===== config.mk =====
export PLATFORM = sky130hd
export DESIGN_NAME = calendar_date_counter
export DESIGN_NICKNAME = d
export VERILOG_FILES = /design/src/hdl/cdc_pkg.sv /design/src/hdl/calendar_date_counter.sv /design/src/hdl/cdc_seq.sv /design/src/hdl/cdc_dpath.sv
export SDC_FILE = /design/constraint.sdc
export NUM_CORES = 1
export LEC_CHECK = 0
export BUFFER_PORTS_ARGS = -buffer_cell sky130_fd_sc_hd__buf_2
export CORE_MARGIN = 1.5
export CORE_UTILIZATION = 53
export CTS_CLUSTER_DIAMETER = 50
export DETAILED_ROUTE_END_ITERATION = 10
export PLACE_DENSITY = 0.84
export SKIP_LAST_GASP = 1
export SYNTH_ARGS = -nofsm -noshare
export SYNTH_HDL_FRONTEND = slang
export SYNTH_SLANG_ARGS = --single-unit
export TNS_END_PERCENT = 100

===== constraint.sdc =====
create_clock -name clk -period 3.6 [get_ports clk]
set_input_delay 0.72 -clock clk [delete_from_list [all_inputs] [get_ports clk]]
set_output_delay 0.72 -clock clk [all_outputs]
set_load 0.01 [all_outputs]

===== src/hdl/cdc_pkg.sv =====
`default_nettype none
// ----------------------------------------------------------------------------
// cdc_pkg
// Shared types, constants, microcode store and calendar functions for the date counter.
// ----------------------------------------------------------------------------
package cdc_pkg;

  localparam int unsigned MonthW = 4;
  localparam int unsigned DayW   = 5;
  localparam int unsigned YearW  = 12;
  localparam int unsigned CountW = 16;
  localparam int unsigned StatW  = 3;
  localparam int unsigned StepW  = 3;

  localparam logic [YearW-1:0]  YearMin  = 12'd1900;
  localparam logic [YearW-1:0]  YearMax  = 12'd2100;
  localparam logic [YearW-1:0]  YearTop  = 12'd4095;
  localparam logic [MonthW-1:0] MonthDec = 4'd12;
  localparam logic [MonthW-1:0] MonthFeb = 4'd2;
  localparam logic [DayW-1:0]   DayLast  = 5'd31;
  localparam logic [DayW-1:0]   DayLeap  = 5'd29;
  localparam int unsigned       NumCent  = 41;

  typedef enum logic [StatW-1:0] {
    ST_OK        = 3'd0,
    ST_BAD_MONTH = 3'd1,
    ST_BAD_YEAR  = 3'd2,
    ST_BAD_DAY   = 3'd3,
    ST_OVERFLOW  = 3'd4
  } status_t;

  typedef enum logic [2:0] {
    ACT_NOP,
    ACT_TAKE,
    ACT_CHECK,
    ACT_STEP,
    ACT_EMIT
  } act_t;

  typedef enum logic [2:0] {
    C_NEVER,
    C_ALWAYS,
    C_NO_INPUT,
    C_IS_LOAD,
    C_CNT_ZERO,
    C_OUT_BUSY
  } cond_t;

  typedef struct packed {
    act_t             act;
    cond_t            cond;
    logic [StepW-1:0] target;
  } uword_t;

  typedef struct packed {
    logic is_load;
    logic cnt_zero;
    logic out_busy;
  } dp_flags_t;

  localparam logic [StepW-1:0] SWait  = 3'd0;
  localparam logic [StepW-1:0] SDisp  = 3'd1;
  localparam logic [StepW-1:0] STest  = 3'd2;
  localparam logic [StepW-1:0] SStep  = 3'd3;
  localparam logic [StepW-1:0] SSpare = 3'd4;
  localparam logic [StepW-1:0] SSpar2 = 3'd5;
  localparam logic [StepW-1:0] SCheck = 3'd6;
  localparam logic [StepW-1:0] SEmit  = 3'd7;

  function automatic uword_t ucode(input logic [StepW-1:0] step);
    uword_t w;
    unique case (step)
      SWait:   w = '{act: ACT_TAKE,  cond: C_NO_INPUT, target: SWait};
      SDisp:   w = '{act: ACT_NOP,   cond: C_IS_LOAD,  target: SCheck};
      STest:   w = '{act: ACT_NOP,   cond: C_CNT_ZERO, target: SEmit};
      SStep:   w = '{act: ACT_STEP,  cond: C_ALWAYS,   target: STest};
      SSpare:  w = '{act: ACT_NOP,   cond: C_ALWAYS,   target: SWait};
      SSpar2:  w = '{act: ACT_NOP,   cond: C_ALWAYS,   target: SWait};
      SCheck:  w = '{act: ACT_CHECK, cond: C_NEVER,    target: SWait};
      SEmit:   w = '{act: ACT_EMIT,  cond: C_OUT_BUSY, target: SEmit};
      default: w = '{act: ACT_NOP,   cond: C_ALWAYS,   target: SWait};
    endcase
    return w;
  endfunction

  function automatic logic is_leap(input logic [YearW-1:0] y);
    logic cent;
    logic quad;
    cent = 1'b0;
    quad = 1'b0;
    for (int k = 0; k < NumCent; k++) begin
      if (y == YearW'(k * 100)) begin
        cent = 1'b1;
        quad = ((k % 4) == 0);
      end
    end
    return (y[1:0] == 2'b00) && (!cent || quad);
  endfunction

  function automatic logic [DayW-1:0] month_days(input logic [MonthW-1:0] m,
                                                 input logic              leap);
    logic [DayW-1:0] d;
    unique case (m)
      4'd1, 4'd3, 4'd5, 4'd7, 4'd8, 4'd10, 4'd12: d = 5'd31;
      4'd4, 4'd6, 4'd9, 4'd11:                    d = 5'd30;
      4'd2:                                       d = leap ? 5'd29 : 5'd28;
      default:                                    d = 5'd0;
    endcase
    return d;
  endfunction

endpackage
`default_nettype wire


===== src/hdl/calendar_date_counter.sv =====
`default_nettype none
// A load is taken, dispatched, checked and emitted. An advance is taken, dispatched,
// then loops through a test step and a step action, one day per pass, until the day
// count is zero (ended early when the year overflows), and is then emitted.
// Throughput: one transaction at a time; the next is taken once the result is in the
// output register, which may still wait on out_tready.
// Reset: synchronous, active low; the date returns to 1 January 1900.
// ----------------------------------------------------------------------------
// calendar_date_counter
// Gregorian date register with checked load and day-count advance.
// ----------------------------------------------------------------------------
module calendar_date_counter
  import cdc_pkg::*;
(
  input  wire logic        clk,
  input  wire logic        rst_n,
  input  wire logic        in_tvalid,
  output logic             in_tready,
  input  wire logic [39:0] in_tdata,   // month_in[3:0], day_in[8:4], year_in[20:9],
                                       // day_count[36:21], zero pad [39:37]
  input  wire logic        in_tuser,   // op
  output logic             out_tvalid,
  input  wire logic        out_tready,
  output logic [31:0]      out_tdata   // month_out[3:0], day_out[8:4], year_out[20:9],
                                       // status[23:21], is_feb29[24], zero pad [31:25]
);

  act_t              act;
  dp_flags_t         flags;
  logic [MonthW-1:0] month_out;
  logic [DayW-1:0]   day_out;
  logic [YearW-1:0]  year_out;
  logic [StatW-1:0]  status;
  logic              is_feb29;

  assign in_tready = (act == ACT_TAKE);

  cdc_seq u_seq (
    .clk      (clk),
    .rst_n    (rst_n),
    .in_valid (in_tvalid),
    .flags    (flags),
    .act      (act)
  );

  cdc_dpath u_dpath (
    .clk       (clk),
    .rst_n     (rst_n),
    .act       (act),
    .op        (in_tuser),
    .month_in  (in_tdata[3:0]),
    .day_in    (in_tdata[8:4]),
    .year_in   (in_tdata[20:9]),
    .day_count (in_tdata[36:21]),
    .out_ready (out_tready),
    .flags     (flags),
    .out_valid (out_tvalid),
    .month_out (month_out),
    .day_out   (day_out),
    .year_out  (year_out),
    .status    (status),
    .is_feb29  (is_feb29)
  );

  assign out_tdata = {7'd0, is_feb29, status, year_out, day_out, month_out};

endmodule
`default_nettype wire


===== src/hdl/cdc_seq.sv =====
`default_nettype none
// ----------------------------------------------------------------------------
// cdc_seq
// Microcode sequencer: step counter, control store and jump logic.
// ----------------------------------------------------------------------------
module cdc_seq
  import cdc_pkg::*;
(
  input  wire logic      clk,
  input  wire logic      rst_n,
  input  wire logic      in_valid,
  input  wire dp_flags_t flags,
  output act_t           act
);

  logic [StepW-1:0] step_r;
  logic [StepW-1:0] step_nxt;
  uword_t           uw;
  logic             taken;

  assign uw  = ucode(step_r);
  assign act = uw.act;

  always_comb begin
    unique case (uw.cond)
      C_NEVER:    taken = 1'b0;
      C_ALWAYS:   taken = 1'b1;
      C_NO_INPUT: taken = !in_valid;
      C_IS_LOAD:  taken = flags.is_load;
      C_CNT_ZERO: taken = flags.cnt_zero;
      C_OUT_BUSY: taken = flags.out_busy;
      default:    taken = 1'b0;
    endcase
  end

  always_comb begin
    step_nxt = taken ? uw.target : step_r + StepW'(1);
  end

  always_ff @(posedge clk) begin
    if (!rst_n) begin
      step_r <= SWait;
    end else begin
      step_r <= step_nxt;
    end
  end

endmodule
`default_nettype wire


===== src/hdl/cdc_dpath.sv =====
`default_nettype none
// ----------------------------------------------------------------------------
// cdc_dpath
// Date datapath: held date, operand latches, day counter and result register.
// ----------------------------------------------------------------------------
module cdc_dpath
  import cdc_pkg::*;
(
  input  wire logic              clk,
  input  wire logic              rst_n,
  input  wire act_t              act,
  input  wire logic              op,
  input  wire logic [MonthW-1:0] month_in,
  input  wire logic [DayW-1:0]   day_in,
  input  wire logic [YearW-1:0]  year_in,
  input  wire logic [CountW-1:0] day_count,
  input  wire logic              out_ready,
  output dp_flags_t              flags,
  output logic                   out_valid,
  output logic [MonthW-1:0]      month_out,
  output logic [DayW-1:0]        day_out,
  output logic [YearW-1:0]       year_out,
  output logic [StatW-1:0]       status,
  output logic                   is_feb29
);

  logic [MonthW-1:0] cur_month_r, cur_month_nxt;
  logic [DayW-1:0]   cur_day_r,   cur_day_nxt;
  logic [YearW-1:0]  cur_year_r,  cur_year_nxt;
  logic              op_r;
  logic [MonthW-1:0] m_r;
  logic [DayW-1:0]   d_r;
  logic [YearW-1:0]  y_r;
  logic [CountW-1:0] cnt_r,  cnt_nxt;
  status_t           stat_r, stat_nxt;
  logic              out_valid_r, out_valid_nxt;
  logic [MonthW-1:0] om_r;
  logic [DayW-1:0]   od_r;
  logic [YearW-1:0]  oy_r;
  logic [StatW-1:0]  os_r;
  logic              of_r;
  logic              out_busy;
  logic              emit;
  logic [DayW-1:0]   load_len;
  logic [DayW-1:0]   cur_len;
  logic              at_end;

  assign out_busy = out_valid_r && !out_ready;
  assign emit     = (act == ACT_EMIT) && !out_busy;
  assign load_len = month_days(m_r, is_leap(y_r));
  assign cur_len  = month_days(cur_month_r, is_leap(cur_year_r));
  assign at_end   = (cur_month_r == MonthDec) && (cur_day_r == DayLast) &&
                    (cur_year_r == YearTop);

  assign flags = '{is_load: !op_r, cnt_zero: (cnt_r == '0), out_busy: out_busy};

  always_comb begin
    cur_month_nxt = cur_month_r;
    cur_day_nxt   = cur_day_r;
    cur_year_nxt  = cur_year_r;
    cnt_nxt       = cnt_r;
    stat_nxt      = stat_r;
    unique case (act)
      ACT_TAKE: begin
        cnt_nxt  = day_count;
        stat_nxt = ST_OK;
      end
      ACT_CHECK: begin
        priority if (m_r < 4'd1 || m_r > MonthDec) begin
          stat_nxt = ST_BAD_MONTH;
        end else if (y_r < YearMin || y_r > YearMax) begin
          stat_nxt = ST_BAD_YEAR;
        end else if (d_r < 5'd1 || d_r > load_len) begin
          stat_nxt = ST_BAD_DAY;
        end else begin
          cur_month_nxt = m_r;
          cur_day_nxt   = d_r;
          cur_year_nxt  = y_r;
        end
      end
      ACT_STEP: begin
        priority if (at_end) begin
          stat_nxt = ST_OVERFLOW;
          cnt_nxt  = '0;
        end else if (cur_day_r < cur_len) begin
          cur_day_nxt = cur_day_r + DayW'(1);
          cnt_nxt     = cnt_r - CountW'(1);
        end else if (cur_month_r < MonthDec) begin
          cur_month_nxt = cur_month_r + MonthW'(1);
          cur_day_nxt   = DayW'(1);
          cnt_nxt       = cnt_r - CountW'(1);
        end else begin
          cur_year_nxt  = cur_year_r + YearW'(1);
          cur_month_nxt = MonthW'(1);
          cur_day_nxt   = DayW'(1);
          cnt_nxt       = cnt_r - CountW'(1);
        end
      end
      ACT_NOP, ACT_EMIT: begin
      end
      default: begin
      end
    endcase
  end

  always_comb begin
    out_valid_nxt = emit ? 1'b1 : (out_ready ? 1'b0 : out_valid_r);
  end

  always_ff @(posedge clk) begin
    if (!rst_n) begin
      cur_month_r <= MonthW'(1);
      cur_day_r   <= DayW'(1);
      cur_year_r  <= YearMin;
      out_valid_r <= 1'b0;
      stat_r      <= ST_OK;
      cnt_r       <= '0;
      op_r        <= 1'b0;
    end else begin
      cur_month_r <= cur_month_nxt;
      cur_day_r   <= cur_day_nxt;
      cur_year_r  <= cur_year_nxt;
      out_valid_r <= out_valid_nxt;
      stat_r      <= stat_nxt;
      cnt_r       <= cnt_nxt;
      if (act == ACT_TAKE) begin
        op_r <= op;
      end
    end
  end

  always_ff @(posedge clk) begin
    if (act == ACT_TAKE) begin
      m_r <= month_in;
      d_r <= day_in;
      y_r <= year_in;
    end
    if (emit) begin
      om_r <= cur_month_r;
      od_r <= cur_day_r;
      oy_r <= cur_year_r;
      os_r <= stat_r;
      of_r <= (cur_month_r == MonthFeb) && (cur_day_r == DayLeap);
    end
  end

  assign out_valid = out_valid_r;
  assign month_out = om_r;
  assign day_out   = od_r;
  assign year_out  = oy_r;
  assign status    = os_r;
  assign is_feb29  = of_r;

endmodule
`default_nettype wire


==> run metrics, run 1 <==
Post-Synth XOR/XNOR Area=0.00282; Initial DRT Pass Iterations=6; CP arrival=a little under 4000 ps; Yosys top cell area share=0.222; HP Class=reg2reg; Switching Fraction=0.412; most common cell after layout, fill and taps aside=buf_4; RePlAce Congestion=just under 0.9; WP buf/inv=4; largest net degree at the start of global routing=35; ys async rst share=0; synth unique cells=90; drt wl/cell=around 18 microns; largest family of logic cells by synthesized area=simple AND/OR/NAND/NOR gates; final hold vios=0; complex-gate fraction of the synthesized area=0.216; area leader, netlist=edfxtp_1; Crit. End Element=flip-flop; PwrDens=slightly below 700 nW/um^2; Simple-Gate Fraction of Synth Area=0.257; CP max FO=8; HPWL Detailed=between 10000 and 15000 microns; Initial Util=0.544; cell repeated most along the worst path=buf_4; # DRC=0; die width=approximately 110 microns; grt ovf=0; GR met3 Demand/Resource=0.0476; Site Rows=39; worst skew pair latency=around 350 ps; multiplexer share of the synthesized area=0.0115; CTS sink cnt=99; total core area=around 11000 sq um; Worst Setup Start Kind=flip-flop; Clk pwr share=0.185; Area growth, synth to finish=23.9%; Lkg Pwr=about 3.1 nW; Reg area=2440 sq um; dpl cells=930; CTS Hold Buffers Added=0; Syn. warnings=0; gr usage total=0.267; Slew Viols, Final=0; Int Power=approximately 3.1 mW; ys flop type=dfxtp_1; register bit total from synthesis=99; clock-pin slew on the worst setup and hold paths=about 70 ps; Final TNS setup=-524 ps; critical-path cell list=buf_4, buf_4, nor2b_2, nand2_1, o2bb2ai_1, a41oi_1, o2bb2ai_1, a32oi_1, a221o_1, ha_4, nand3_2, o22ai_2, a21oi_2, nor4_4, buf_4, or2_4, buf_8, o311ai_4, o2bb2ai_2; Max Fclk=between 200 and 300 MHz; Final Skew=approximately 11 ps; ant diodes=0; EDFF count, synth=46; Flop pwr share=0.328; Post-Syn Area=just over 6000 sq um; die area=roughly 12000 sq um; met2 Usage GRT=0.444; post-route insts no fill=959; Worst Path Class, Setup=reg2reg; M1 GR Usage=0.343; Longest Clk Path Bufs=2; Post-Syn Instances=~700; slowest cell on the critical path=edfxtp_1; switching power=2.20 mW; RSZ-0062 raised after global routing=yes; slew margin rel.=0.346; top post-synthesis cells by area=edfxtp_1 (22%), dfxtp_1 (17%), ha_1 (4.8%); most frequent cells in the layout=buf_4 (71), buf_2 (68), nor2_1 (65); Nets=between 800 and 900; Top delay family on crit path=compound AO/OA/AOI/OAI gates; Routed Antenna Nets=0; TritonCTS clock tree=done; vias in the first global route=between 5000 and 6000; share of cells above drive strength 1=0.275; status=finished with violations; final worst slack=-82.8 ps; Peak VDD IR=0.000393 V; CP peak stage delay=430 ps; CTS H-tree lvls=3; synthesized-area fraction occupied by adder cells=0.0483; final core area utilization=0.674; Max Cap Viol=0; fillers=approximately 870; first-pass GRT wire length=roughly 27000 microns; via count=about 6000; port bufs=between 60 and 70; Comb pwr share=0.487; Die H=111 microns; violated checks=negative setup slack; Final Setup Violations=16; Detailed Route WL=roughly 17000 microns; Placement Setup Slack=-125 ps; IO Pins=79; vias per cell=roughly 6.3; Multi-input gate area=between 3000 and 4000 sq um; initial antenna violation count=0; sequential fraction of the synthesis area=0.393; critical path required time=~3800 ps; worst-margin pin slew=approximately 980 ps; busiest grt layer=met2; Inserted Clock Buffers=9; DRT iter0 DRCs=a little under 500; period utilization=1.02; post-synthesis area per instance=8.83 sq um; Root Buffer Master=clkbuf_16; post-layout minimum cycle time=approximately 3700 ps
[per-stage QoR]
step | total power, mW | hold slack (ps) | cell area, sq um
floorplan | 3.21 | 403 | 6240
global placement | 3.86 | 421 | 7010
detailed placement | 4.00 | 430 | 7010
CTS | 5.07 | 447 | 7460
global route | 5.65 | 458 | 7690
finish | 5.34 | 446 | 7690
[cell usage after synthesis, types with 3 or more instances]
library cell / number
and3b_1: 4
o21ai_1: 3
nor4bb_1: 4
a21oi_1: 37
a211oi_1: 9
nand2b_1: 17
o22ai_1: 6
a21o_1: 3
or3_1: 7
edfxtp_1: 46
o21a_1: 3
ha_1: 24
o211ai_1: 9
a21oi_2: 3
nor2_1: 67
a31oi_1: 10
o41ai_1: 3
nand4b_1: 6
clkbuf_1: 30
buf_6: 3
o2111ai_1: 6
nor4_1: 13
nor3b_1: 12
nor3_1: 21
and2_1: 7
and3_1: 6
nand2_1: 47
nor4b_1: 5
buf_4: 9
o31ai_1: 3
mux2i_1: 6
nor2b_1: 21
or4_1: 6
a22oi_1: 8
o2bb2ai_1: 4
o21ai_0: 37
inv_1: 36
nand3_1: 13
o32ai_1: 6
nand3b_1: 4
dfxtp_1: 53
o221ai_1: 5
buf_2: 15
nand4_1: 10
[registers in the layout, summed over array words and instances (netlist names), 5 cells and up]
| signal | flops |
|---|---|
| u_dpath.cnt_r | 16 |
| u_dpath.cur_day_r | 5 |
| u_dpath.cur_year_r | 12 |
| u_dpath.d_r | 5 |
| u_dpath.day_out | 5 |
| u_dpath.y_r | 12 |
| u_dpath.year_out | 12 |
| u_seq.uw | 8 |
[layout make-up]
type / instances / area share
Multi-Input combinational cell: 517 / 0.475
Sequential cell: 99 / 0.317
Timing Repair Buffer: 148 / 0.129
Clock buffer: 10 / 0.0298
Tap cell: 143 / 0.0233
Inverter: 36 / 0.0176
Clock inverter: 6 / 0.00829
[power groups by stage]
stage                     Sequential, mW  Combinational, mW  Clock (mW)
after floorplan                     1.65               1.56           0
after global placement              1.73               2.13           0
after detailed placement            1.76               2.24           0
after CTS                           1.73               2.35       0.991
after global routing                1.78               2.82        1.05
final                               1.75               2.60       0.989
[final timing paths]
kind                            slack, ps                      to         startpoint  cells past startpoint
worst min register to register        450       u_dpath.status[0]  u_dpath.stat_r[0]                      0
worst max-delay path                  -80  u_dpath.cur_month_r[2]     u_dpath.y_r[2]                     19
worst min-delay path                  450       u_dpath.status[0]  u_dpath.stat_r[0]                      0
worst max register to register        -80  u_dpath.cur_month_r[2]     u_dpath.y_r[2]                     19
[metal layers]
layer / up-vias / wire [microns]
li1: 2831 / -
met5: - / 0
met4: 0 / 533
met1: 2848 / 6930
met2: 306 / 8520
met3: 53 / 1190
[logic make-up (layout without fill, tap and decap cells)]
logic type / after synthesis / after routing
flops: 99 / 99
mux: 7 / 7
other cells: 1 / 7
buf+inv: 96 / 200
fa+ha+maj: 24 / 24
compound gates: 188 / 191
xor+xnor: 2 / 2
simple gates: 286 / 286
[repair_timing]
action | in CTS | in global routing
gates resized for setup | 28 | 37
endpoints found under the setup margin | 21 | 24
gates cloned | 1 | 2
pin swaps | 22 | 20
setup buffers | 6 | 5
Note: power is estimated with default switching activity, not from simulation.
==> run 2, diff against run 1 <==
--- a/config.mk
+++ b/config.mk
@@ -7,10 +7,11 @@
 export LEC_CHECK = 0
 export BUFFER_PORTS_ARGS = -buffer_cell sky130_fd_sc_hd__buf_2
 export CORE_MARGIN = 1.5
-export CORE_UTILIZATION = 53
+export CORE_UTILIZATION = 26
 export CTS_CLUSTER_DIAMETER = 50
 export DETAILED_ROUTE_END_ITERATION = 10
-export PLACE_DENSITY = 0.84
+export PLACE_DENSITY = 0.51
+export RECOVER_POWER = 50
 export SKIP_LAST_GASP = 1
 export SYNTH_ARGS = -nofsm -noshare
 export SYNTH_HDL_FRONTEND = slang
==> run 2 against run 1 <==
Effect of this change: the run now ends clean; global-route usage shrank 13 points; core utilization down 35 points; design area shrank 2.6%; critical path depth down 2; via count down 8.3%; die area grew 100%; clock skew is 2.0 ps higher; highest routed layer unchanged; first-iteration DRC count down 29%; hold slack is essentially flat.
==> run metrics, run 2 (synthesis gave the netlist of run 1 again) <==
Worst Path Class, Setup=reg2reg; final hold vios=0 (unchanged); HP Class=reg2reg; vias per cell=4.95 (-21%); worst reg2reg startpoint=u_dpath.y_r[5]; most common cell after layout, fill and taps aside=nor2_1; Area growth, synth to finish=20.6%; share of cells above drive strength 1=0.191 (-0.0833); HPWL Detailed=11700 microns (+3.0%); die width=158 microns (+42%); Nets=864 (-1.8%); Initial DRT Pass Iterations=4 (-2); Final TNS setup=0 ps (+524 ps); Longest Clk Path Bufs=2 (unchanged); CTS H-tree lvls=3 (unchanged); Max Cap Viol=0 (unchanged); post-layout minimum cycle time=3570 ps (-110 ps); Comb pwr share=0.460 (-0.027); Flop pwr share=0.350 (+0.022); Initial Util=0.265 (-0.279); Detailed Route WL=16800 microns (-2.1%); Lkg Pwr=2.83 nW (-7.6%); critical-path cell list=nor4bb_1, o211a_1, o2bb2ai_1, and3b_1, or4_1, a31oi_1, a221o_1, ha_1, nor2b_1, o31ai_2, a21oi_2, buf_4, o31a_1, o211ai_1, buf_4, nand2_1, a21oi_1; die area=24800 sq um (+100%); cell repeated most along the worst path=buf_4; Max Fclk=280 MHz (+3.1%); Slew Viols, Final=0 (unchanged); initial antenna violation count=0 (unchanged); port bufs=68 (unchanged); Int Power=2.97 mW (-5.2%); Final Power=4.99 mW (-6.5%); Setup crit start=u_dpath.y_r[5]; CP max FO=6 (-2); Final Setup Violations=0 (-16); final core area utilization=0.319 (-0.355); Crit. End Element=flip-flop; max FFs per register=16 (unchanged); FF-to-FF End=u_dpath.stat_r[1]; gr usage total=0.138 (-0.129); slowest cell on the critical path=edfxtp_1; Worst Setup Start Kind=flip-flop; ant diodes=0 (unchanged); RSZ-0062 raised after global routing=yes; drt wl/cell=15.0 microns (-16%); DRT iter0 DRCs=355 (-29%); Site Rows=56 (+44%); via count=5537 (-8.3%); Root Buffer Master=clkbuf_16; switching power=2.02 mW (-8.3%); RePlAce Congestion=0.807 (-9.8%); clock-pin slew on the worst setup and hold paths=70 ps (about the same); vias in the first global route=5131 (-11%); period utilization=0.992 (-0.0305); Biggest register=u_dpath.cnt_r; slew margin rel.=0.0550 (-0.291); PwrDens=667 nW/um^2 (-3.9%); R2R cell count=17 (-2); CTS sink cnt=99 (unchanged); largest net degree at the start of global routing=35 (unchanged); Reg2Reg Setup Slack=30 ps (+110 ps); Routed Antenna Nets=0 (unchanged); total core area=23500 sq um (+110%); first-pass GRT wire length=27000 microns (-1.1%); Clk pwr share=0.190 (+0.005); CP peak stage delay=500 ps (+70 ps); worst skew pair latency=360 ps (about the same); worst-margin pin slew=1420 ps (+437 ps); post-route insts no fill=1119 (+17%); # DRC=0 (unchanged); Top delay family on crit path=compound AO/OA/AOI/OAI gates; TritonCTS clock tree=done; Inserted Clock Buffers=9 (unchanged); critical path required time=3890 ps (+50 ps); CP Depth=17 (-2); end of the critical path=u_dpath.stat_r[1]; dpl cells=1097 (+18%); status=completed; Switching Fraction=0.404 (-0.00799); IO Pins=79 (unchanged); Die H=158 microns (+42%); most frequent cells in the layout=nor2_1 (66), buf_4 (56), dfxtp_1 (53); CP arrival=3860 ps (-60 ps); WP buf/inv=2 (-2); grt ovf=0 (unchanged); Peak VDD IR=0.000275 V (-30%); Final Skew=13.0 ps (+2.00 ps)
run 2: cell count changes in the layout (fill, tap and decap cells not counted), moves of 3 or more:
cell / change
clkbuf_1: +31
o21ai_1: -6
buf_2: -22
o21ai_2: -3
buf_6: -6
buf_4: -15
o21ai_0: +8
run 2: how the worst min path moves through the flow:
stage | startpoint | to | slack [ps] | depth (start not counted)
after floorplan | u_dpath.cur_month_r[2] | u_dpath.month_out[2] | 400 | 0
after global placement | u_dpath.stat_r[1] | u_dpath.status[1] | 420 | 0
after detailed placement | u_dpath.stat_r[1] | u_dpath.status[1] | 420 | 0
after CTS | u_dpath.stat_r[1] | u_dpath.status[1] | 440 | 0
after global routing | u_dpath.stat_r[1] | u_dpath.status[1] | 460 | 0
final | u_dpath.stat_r[2] | u_dpath.status[2] | 450 | 0
run 2: layer usage:
| layer | vias up | wire [microns] | global-route usage | share of wire |
|---|---|---|---|---|
| met5 | - | 0 | 0 | 0 |
| met2 | 118 | 7230 | 0.205 | 0.43 |
| met3 | 24 | 731 | 0.0289 | 0.043 |
| met1 | 2600 | 8510 | 0.195 | 0.51 |
| met4 | 0 | 353 | 0.0521 | 0.021 |
| li1 | 2795 | - | - | - |
run 2: worst reg2reg max path, delay by kind of cell, from the launching register on:
family / cells / cell delay [ps]
adder cells (fa/ha/maj): 1 / 140
AO/OA/AOI/OAI: 9 / 1740
buffers and inverters: 2 / 310
AND/OR/NAND/NOR: 5 / 830
flip-flops: 1 / 500
run 2: what timing repair did:
item                                    CTS  global route
endpoints found under the setup margin   11            24
buffers inserted                          3             3
hold buffers                              0             0
resized for setup                         2             9
cloned                                    0             0
pin swaps                                 4             5
run 2: power by group through the flow:
stage	logic, mW	clock network, mW	registers [mW]
after floorplan	1.56	0	1.65
final	2.30	0.949	1.75
after global placement	2.17	0	1.78
after CTS	2.25	0.985	1.75
after detailed placement	2.20	0	1.78
after global routing	2.58	1.02	1.79
run 2: stage by stage:
step,cell area [sq um],setup slack (ps),hold slack [ps]
2_1_floorplan,6240,25.9,403
4_1_cts,7500,4.35,441
6_report,7490,27.1,446
5_1_grt,7490,-231,458
3_3_place_gp,7180,-6.11,424
3_5_place_dp,7180,-24.4,425
run 2: final cells by class:
cell class / count / area [sq um]
fill: 2512 / 16000
multi-input combinational: 514 / 3410
sequential: 99 / 2440
clock buffer: 13 / 260
timing repair buffer: 135 / 823
inverter: 36 / 135
clock inverter: 3 / 22.5
tap: 319 / 399
